[src/rtl/core/drc_pkg.sv]
package drc_pkg;

  localparam int COORD_W    = 16;
  localparam int LIMIT_W    = 6;
  localparam int IDX_OUT_W  = 5;
  localparam int USED_OUT_W = 6;
  localparam int ACTION_W   = 3;

  typedef struct packed {
    logic signed [COORD_W-1:0] bottom;
    logic signed [COORD_W-1:0] right;
    logic signed [COORD_W-1:0] top;
    logic signed [COORD_W-1:0] left;
  } rect_t;

  localparam int RECT_W = $bits(rect_t);

  typedef enum logic [ACTION_W-1:0] {
    ACT_COVERED  = 3'd0,
    ACT_MERGED   = 3'd1,
    ACT_APPENDED = 3'd2,
    ACT_FULL     = 3'd3,
    ACT_CLEARED  = 3'd4
  } action_t;

  typedef struct packed {
    logic covers;
    logic overlaps;
  } cmp_t;

  typedef enum logic [5:0] {
    ST_IDLE     = 6'b000001,
    ST_SCAN     = 6'b000010,
    ST_DECIDE   = 6'b000100,
    ST_FULL_RD  = 6'b001000,
    ST_FULL_MRG = 6'b010000,
    ST_CLEAR    = 6'b100000
  } state_t;

endpackage

[src/rtl/core/drc_ram.sv]
module drc_ram #(
  parameter int WIDTH = 64,
  parameter int DEPTH = 32
) (
  input  logic                                  clk,
  input  logic                                  we,
  input  logic [(DEPTH > 1 ? $clog2(DEPTH) : 1)-1:0] waddr,
  input  logic [WIDTH-1:0]                      wdata,
  input  logic                                  re,
  input  logic [(DEPTH > 1 ? $clog2(DEPTH) : 1)-1:0] raddr,
  output logic [WIDTH-1:0]                      rdata
);

  logic [WIDTH-1:0] mem [DEPTH];

  always_ff @(posedge clk) begin
    if (we) begin
      mem[waddr] <= wdata;
    end
    if (re) begin
      rdata <= mem[raddr];
    end
  end

endmodule

[src/rtl/core/drc_rect_unit.sv]
module drc_rect_unit (
  input  drc_pkg::rect_t slot,
  input  drc_pkg::rect_t nb,
  output drc_pkg::cmp_t  flags,
  output drc_pkg::rect_t merged
);

  logic l_le, t_le, r_ge, b_ge;

  assign l_le = $signed(slot.left)   <= $signed(nb.left);
  assign t_le = $signed(slot.top)    <= $signed(nb.top);
  assign r_ge = $signed(slot.right)  >= $signed(nb.right);
  assign b_ge = $signed(slot.bottom) >= $signed(nb.bottom);

  assign flags.covers   = l_le && r_ge && t_le && b_ge;
  assign flags.overlaps = !(($signed(nb.right)  < $signed(slot.left)) ||
                            ($signed(nb.bottom) < $signed(slot.top))  ||
                            ($signed(nb.left)   > $signed(slot.right)) ||
                            ($signed(nb.top)    > $signed(slot.bottom)));

  assign merged.left   = l_le ? slot.left   : nb.left;
  assign merged.top    = t_le ? slot.top    : nb.top;
  assign merged.right  = r_ge ? slot.right  : nb.right;
  assign merged.bottom = b_ge ? slot.bottom : nb.bottom;

endmodule

[src/rtl/core/dirty_rect_coalescer_unit.sv]
// Coalesces redraw rectangles into a table of up to MAX_SLOTS slots held in a
// single-port-write RAM with registered read. A clear item goes to the clear
// state once accepted and finishes when the output register can take its
// result. A schedule item walks the used slots through one shared compare and
// merge unit, one slot per cycle, and finishes at the first slot that covers or
// overlaps the box; with no match it appends the box, or when the table is
// full merges it into the last allowed slot. The input is not ready while an
// item is at work; a result waits in the output register while the next item
// is accepted.
module dirty_rect_coalescer_unit #(
  parameter int MAX_SLOTS = 32
) (
  input  logic                          clk,
  input  logic                          rst,
  input  logic                          cfg_we,
  input  logic [drc_pkg::LIMIT_W-1:0]   cfg_wdata,    // slot_limit
  input  logic                          s_tvalid,
  output logic                          s_tready,
  input  logic [63:0]                   s_tdata,      // left, top, right, bottom
  input  logic                          s_tuser,      // req_type
  output logic                          m_tvalid,
  input  logic                          m_tready,
  // slot_index, slot_left, slot_top, slot_right, slot_bottom, slots_used, zero fill
  output logic [79:0]                   m_tdata,
  output logic [drc_pkg::ACTION_W-1:0]  m_tuser       // action
);

  localparam int IW = (MAX_SLOTS > 1) ? $clog2(MAX_SLOTS) : 1;
  localparam int CW = $clog2(MAX_SLOTS + 1);

  drc_pkg::state_t state, state_next;
  logic [IW-1:0]   idx, idx_next;
  logic [CW-1:0]   used, used_next;
  logic [drc_pkg::LIMIT_W-1:0] slot_limit;
  logic [CW-1:0]   lim;
  drc_pkg::rect_t  nb;

  logic            ram_we, ram_re;
  logic [IW-1:0]   ram_waddr, ram_raddr;
  drc_pkg::rect_t  ram_wdata, ram_rdata;

  drc_pkg::cmp_t   flags;
  drc_pkg::rect_t  merged;

  logic            can_emit, emit, last_slot;
  drc_pkg::action_t emit_action;
  logic [IW-1:0]   emit_idx;
  drc_pkg::rect_t  emit_rect;

  drc_pkg::action_t out_action;
  logic [drc_pkg::IDX_OUT_W-1:0]  out_idx;
  logic [drc_pkg::USED_OUT_W-1:0] out_used;
  drc_pkg::rect_t  out_rect;

  drc_ram #(
    .WIDTH(drc_pkg::RECT_W),
    .DEPTH(MAX_SLOTS)
  ) u_ram (
    .clk  (clk),
    .we   (ram_we),
    .waddr(ram_waddr),
    .wdata(ram_wdata),
    .re   (ram_re),
    .raddr(ram_raddr),
    .rdata(ram_rdata)
  );

  drc_rect_unit u_rect (
    .slot  (ram_rdata),
    .nb    (nb),
    .flags (flags),
    .merged(merged)
  );

  always_comb begin
    if (slot_limit == '0) begin
      lim = CW'(1);
    end else if (32'(slot_limit) > MAX_SLOTS) begin
      lim = CW'(MAX_SLOTS);
    end else begin
      lim = CW'(slot_limit);
    end
  end

  assign s_tready  = (state == drc_pkg::ST_IDLE);
  assign can_emit  = !m_tvalid || m_tready;
  assign last_slot = ((IW + 1)'(idx) + (IW + 1)'(1)) >= (IW + 1)'(used);

  always_comb begin
    state_next  = state;
    idx_next    = idx;
    used_next   = used;
    ram_we      = 1'b0;
    ram_waddr   = idx;
    ram_wdata   = merged;
    ram_re      = 1'b0;
    ram_raddr   = IW'((IW + 1)'(idx) + (IW + 1)'(1));
    emit        = 1'b0;
    emit_action = drc_pkg::ACT_COVERED;
    emit_idx    = idx;
    emit_rect   = merged;
    unique case (state)
      drc_pkg::ST_IDLE: begin
        ram_raddr = '0;
        if (s_tvalid) begin
          ram_re   = 1'b1;
          idx_next = '0;
          if (s_tuser) begin
            state_next = drc_pkg::ST_CLEAR;
          end else if (used == '0) begin
            state_next = drc_pkg::ST_DECIDE;
          end else begin
            state_next = drc_pkg::ST_SCAN;
          end
        end
      end
      drc_pkg::ST_SCAN: begin
        if (flags.covers) begin
          if (can_emit) begin
            emit        = 1'b1;
            emit_action = drc_pkg::ACT_COVERED;
            emit_rect   = ram_rdata;
            state_next  = drc_pkg::ST_IDLE;
          end
        end else if (flags.overlaps) begin
          if (can_emit) begin
            ram_we      = 1'b1;
            emit        = 1'b1;
            emit_action = drc_pkg::ACT_MERGED;
            state_next  = drc_pkg::ST_IDLE;
          end
        end else if (last_slot) begin
          state_next = drc_pkg::ST_DECIDE;
        end else begin
          ram_re   = 1'b1;
          idx_next = IW'((IW + 1)'(idx) + (IW + 1)'(1));
        end
      end
      drc_pkg::ST_DECIDE: begin
        if (used < lim) begin
          if (can_emit) begin
            ram_we      = 1'b1;
            ram_waddr   = IW'(used);
            ram_wdata   = nb;
            used_next   = used + CW'(1);
            emit        = 1'b1;
            emit_action = drc_pkg::ACT_APPENDED;
            emit_idx    = IW'(used);
            emit_rect   = nb;
            state_next  = drc_pkg::ST_IDLE;
          end
        end else begin
          idx_next   = IW'(lim - CW'(1));
          state_next = drc_pkg::ST_FULL_RD;
        end
      end
      drc_pkg::ST_FULL_RD: begin
        ram_raddr  = idx;
        ram_re     = 1'b1;
        state_next = drc_pkg::ST_FULL_MRG;
      end
      drc_pkg::ST_FULL_MRG: begin
        if (can_emit) begin
          ram_we      = 1'b1;
          emit        = 1'b1;
          emit_action = drc_pkg::ACT_FULL;
          state_next  = drc_pkg::ST_IDLE;
        end
      end
      drc_pkg::ST_CLEAR: begin
        if (can_emit) begin
          used_next   = '0;
          emit        = 1'b1;
          emit_action = drc_pkg::ACT_CLEARED;
          emit_idx    = '0;
          emit_rect   = '0;
          state_next  = drc_pkg::ST_IDLE;
        end
      end
      default: begin
        state_next = drc_pkg::ST_IDLE;
      end
    endcase
  end

  always_ff @(posedge clk) begin
    if (rst) begin
      state      <= drc_pkg::ST_IDLE;
      used       <= '0;
      idx        <= '0;
      slot_limit <= drc_pkg::LIMIT_W'(32);
      m_tvalid   <= 1'b0;
    end else begin
      state <= state_next;
      used  <= used_next;
      idx   <= idx_next;
      if (cfg_we) begin
        slot_limit <= cfg_wdata;
      end
      if (emit) begin
        m_tvalid <= 1'b1;
      end else if (m_tready) begin
        m_tvalid <= 1'b0;
      end
    end
  end

  always_ff @(posedge clk) begin
    if (s_tvalid && s_tready) begin
      nb <= drc_pkg::rect_t'(s_tdata);
    end
    if (emit) begin
      out_action <= emit_action;
      out_idx    <= drc_pkg::IDX_OUT_W'(emit_idx);
      out_rect   <= emit_rect;
      out_used   <= drc_pkg::USED_OUT_W'(used_next);
    end
  end

  assign m_tuser = out_action;
  assign m_tdata = {5'b0, out_used, out_rect, out_idx};

  a_write_only_on_result: assert property (@(posedge clk) disable iff (rst)
    ram_we |-> emit)
    else $error("slot table written without a result");

  a_result_not_overwritten: assert property (@(posedge clk) disable iff (rst)
    emit |-> (!m_tvalid || m_tready))
    else $error("pending result overwritten");

  a_full_merge_in_use: assert property (@(posedge clk) disable iff (rst)
    (state == drc_pkg::ST_FULL_MRG) |-> ((IW + 1)'(idx) < (IW + 1)'(used)))
    else $error("full-table merge targets an unused slot");

  a_append_counts: assert property (@(posedge clk) disable iff (rst)
    (emit && emit_action == drc_pkg::ACT_APPENDED) |=> (used == $past(used) + CW'(1)))
    else $error("append did not advance the used count");

endmodule

[config.mk]
export PLATFORM = sky130hd
export DESIGN_NAME = dirty_rect_coalescer_unit
export DESIGN_NICKNAME = d
export VERILOG_FILES = /design/src/rtl/core/drc_pkg.sv /design/src/rtl/core/drc_ram.sv /design/src/rtl/core/drc_rect_unit.sv /design/src/rtl/core/dirty_rect_coalescer_unit.sv
export SDC_FILE = /design/constraint.sdc
export NUM_CORES = 2
export LEC_CHECK = 0
export BUFFER_PORTS_ARGS = -buffer_cell sky130_fd_sc_hd__buf_2
export CORE_MARGIN = 2
export CORE_UTILIZATION = 45
export DETAILED_ROUTE_END_ITERATION = 10
export PLACE_DENSITY_LB_ADDON = 0.12
export SETUP_SLACK_MARGIN = 0.1
export SLEW_MARGIN = 10
export SYNTH_ARGS = -nofsm -noshare
export SYNTH_HDL_FRONTEND = slang
export SYNTH_SLANG_ARGS = --single-unit
[constraint.sdc]
create_clock -name clk -period 14.15 [get_ports clk]
set_clock_uncertainty 0.2 [all_clocks]
set_input_delay 0.7075 -clock clk [delete_from_list [all_inputs] [get_ports clk]]
set_output_delay 0.7075 -clock clk [all_outputs]
set_load 0.01 [all_outputs]
==> impl_metrics.csv <==
group,metric,value,unit
outcome,status,"finished, final reports clean",
sta,final_hold_viol_count,0,
routing,wire_per_inst,29.4,um
power_and_ir_drop,power_density,177,mW/mm^2
routing,via_per_inst,6.00,
finish,nets,7531,
grt,antenna_found_initial,8,
finish,layout-drive-gt1-share,10.9,%
placed_design,gp_congestion,0.911,
yosys,syn_avg_cell_area,13.2,um^2
routing,drc,0,
routing,num_vias,62000,
grt,grt_pass1_wl,429000,um
sta,timing.fmax,161,MHz
yosys,yosysSeqAreaShare,72.3,%
sta,setup-tns-final,0,ns
grt,grtUsageTotal,28.0,%
clock_tree,numClockSinks,2278,
sta,fin_ws,7.93,ns
yosys,synth_flop_cell,"edfxtp_1",
floorplanning,rows,168,
yosys,synthCells,7146,
yosys,synth_edf_count,2254,
clock_tree,post_cts.repair.setup_buffers,0,
grt,grt_remaining_overflow,0,
finish,most-common-layout-cells,"edfxtp_1 (2,254), nand2_1 (1,868), nand3_1 (539), a31oi_1 (263), a311oi_1 (256)",
sta,timing.final.crit_share,44.0,%
finish,fillers,17800,
sta,drv_slew,0,
clock_tree,cts_htree_levels,4,
placed_design,post-dp-hpwl,173000,um
routing,dr.pass1.iters,6,
yosys,synth_seq_cells,2278,
power_and_ir_drop,finalPower,18.9,mW
clock_tree,cts_tree,"built",
worst_setup_path,required,14.68,ns
grt,grt_pass1_vias,57700,
clock_tree,clk_pin_slew_worst_paths,0.07,ns
worst_setup_path,path_class,"register to register",
floorplanning,dieArea,0.213,mm^2
worst_setup_path,worst_setup_path_end_kind,"register",
routing,detail-route-antenna-nets,0,
worst_setup_path,worstPathArrival,6.75,ns
sta,worst_pin_slew,1.32,ns
power_and_ir_drop,ir_drop,0.000137,V
clock_tree,clk_latency,0.91,ns
sta,fin_crit,6.22,ns
yosys,post_synth_num_cell_types,68,
floorplanning,die_w,462,um
floorplanning,core_area,0.209,mm^2
worst_setup_path,cp_max_fo,147,
clock_tree,clockBufferDepth,3,
sta,setup_violations,0,
floorplanning,io_pins,161,
grt,grt_max_degree,158,
clock_tree,cts-buffers-inserted,230,
floorplanning,start_util,45.1,%
worst_setup_path,cp-start-kind,"register",
sta,slew_headroom,11.7,%
finish,final_common_cell,"edfxtp_1",
placed_design,placedCellCount,9807,
finish,areaGrowthSynthToFinish,13.4,%
finish,final_cells,10300,
min_path,hp-class,"input pin to register",
placed_design,port_buffers,155,
placed_design,place_ws,8.11,ns
clock_tree,cts_root_buffer,"clkbuf_16",
run,drv_cap,0,
routing,drt-initial-drc-count,7885,
yosys,yosysWarnings,0,
yosys,synth_area,0.0943,mm^2
sta,rsz0062_at_grt,"false",
routing,totalWireLength,303000,um
yosys,async_reset_ff_share,0,%
floorplanning,dieHeight,462,um
power_and_ir_drop,leakagePower,36.8,nW
finish,post-route-util,51.2,%
-- metal layers --
layer	track usage (%)	share of wire [%]	up-vias
met2	41.4	44	2743
met1	42.3	44	31700
met5	0	0	-
met3	4.70	8.7	436
met4	8.84	3.1	0
li1	-	-	27100
-- final timing paths --
| check | start | endpoint | slack, ns | cells after the start |
|---|---|---|---|---|
| min | s_tvalid | state[2] | 0.29 | 7 |
| max | state[2] | u_ram.rdata[62] | 7.93 | 14 |
| min reg2reg | state[4] | state[4] | 0.44 | 2 |
| max reg2reg | state[2] | u_ram.rdata[62] | 7.93 | 14 |
-- kinds of logic (layout without fill, tap and decap cells) --
kind of cell | Yosys count | after routing | share of synthesized area, %
other cells | 1 | 11 | 0.00398
fa+ha+maj | 142 | 142 | 1.88
xor+xnor | 6 | 6 | 0.0557
mux | 44 | 44 | 0.474
flops | 2278 | 2278 | 72.3
simple gates | 2928 | 2928 | 13.4
compound gates | 1120 | 1120 | 8.97
buf+inv | 627 | 988 | 2.89
-- flip-flops by register name, indices dropped and copies added (netlist names) --
signal	cells
u_ram.mem	2048
m_tdata	64
nb	64
u_ram.rdata	64
out_used	6
slot_limit	6
state	6
used	6
idx	5
out_idx	5
m_tuser	3
m_tvalid	1
-- stage by stage --
stage / hold slack, ns / cell area (um^2)
after floorplan: 0.299 / 94300
after global placement: 0.339 / 98900
after detailed placement: 0.352 / 98900
after CTS: 0.227 / 107000
after global routing: 0.316 / 107000
final: 0.292 / 107000
-- cell usage after synthesis (all sizes together) (4+ instances only) --
cell / instances / area, um^2
a2111oi: 4 / 35.0
a211oi: 168 / 1260
a21o: 14 / 105
a21oi: 120 / 601
a221oi: 71 / 978
a22o: 83 / 727
a311oi: 256 / 2240
a31oi: 264 / 1670
a41oi: 6 / 52.6
and2: 142 / 888
and3: 131 / 820
and4: 5 / 43.8
buf: 207 / 1150
clkbuf: 272 / 1020
dfxtp: 24 / 480
edfxtp: 2254 / 67700
ha: 142 / 1780
inv: 147 / 552
mux2i: 42 / 424
nand2: 1871 / 7020
nand2b: 6 / 37.5
nand3: 540 / 2700
nand4: 22 / 138
nor2: 138 / 518
nor2b: 24 / 150
nor3: 15 / 80.1
nor3b: 4 / 30.0
nor4: 13 / 81.3
o211ai: 7 / 52.6
o21a: 4 / 30.0
o21ai: 97 / 485
o21bai: 4 / 30.0
o31ai: 5 / 37.5
xnor2: 4 / 35.0
-- area by class of cell --
cell class / count / area [um^2] / area share [%]
Antenna cell: 6 / 15.0 / 0.0140
Clock buffer: 288 / 6080 / 5.69
Clock inverter: 142 / 1150 / 1.08
Inverter: 148 / 556 / 0.520
Multi-Input combinational cell: 4245 / 24400 / 22.8
Sequential cell: 2278 / 68200 / 63.8
Tap cell: 2805 / 3510 / 3.28
Timing Repair Buffer: 410 / 3080 / 2.88
-- where the power goes --
group	total, mW	switching, mW	internal [mW]
Combinational	4.46	3.39	1.07
Sequential	8.57	0.139	8.43
Clock	5.91	2.63	3.28
Total	18.9	6.16	12.8
-- critical path: stages, from the launching register on --
cell and delay, ns:
dfxtp_1 0.47, or4_4 0.20, or3b_4 0.17, inv_1 0.10, nor2_1 0.30, a21o_4 0.69, buf_12 0.57, buf_12 0.53
buf_4 0.73, nand2_1 0.10, and3_1 0.18, a311oi_1 0.48, a31oi_1 0.10, a221oi_1 0.60, buf_4 0.28
-- repair_timing --
| item | in CTS | in global routing |
|---|---|---|
| resized for setup | 0 | 0 |
| setup endpoints to repair | 0 | 0 |
| hold buffers | 79 | 0 |
| endpoints found under the hold margin | 73 | 0 |
No activity file was read; power rests on OpenSTA's default activity.
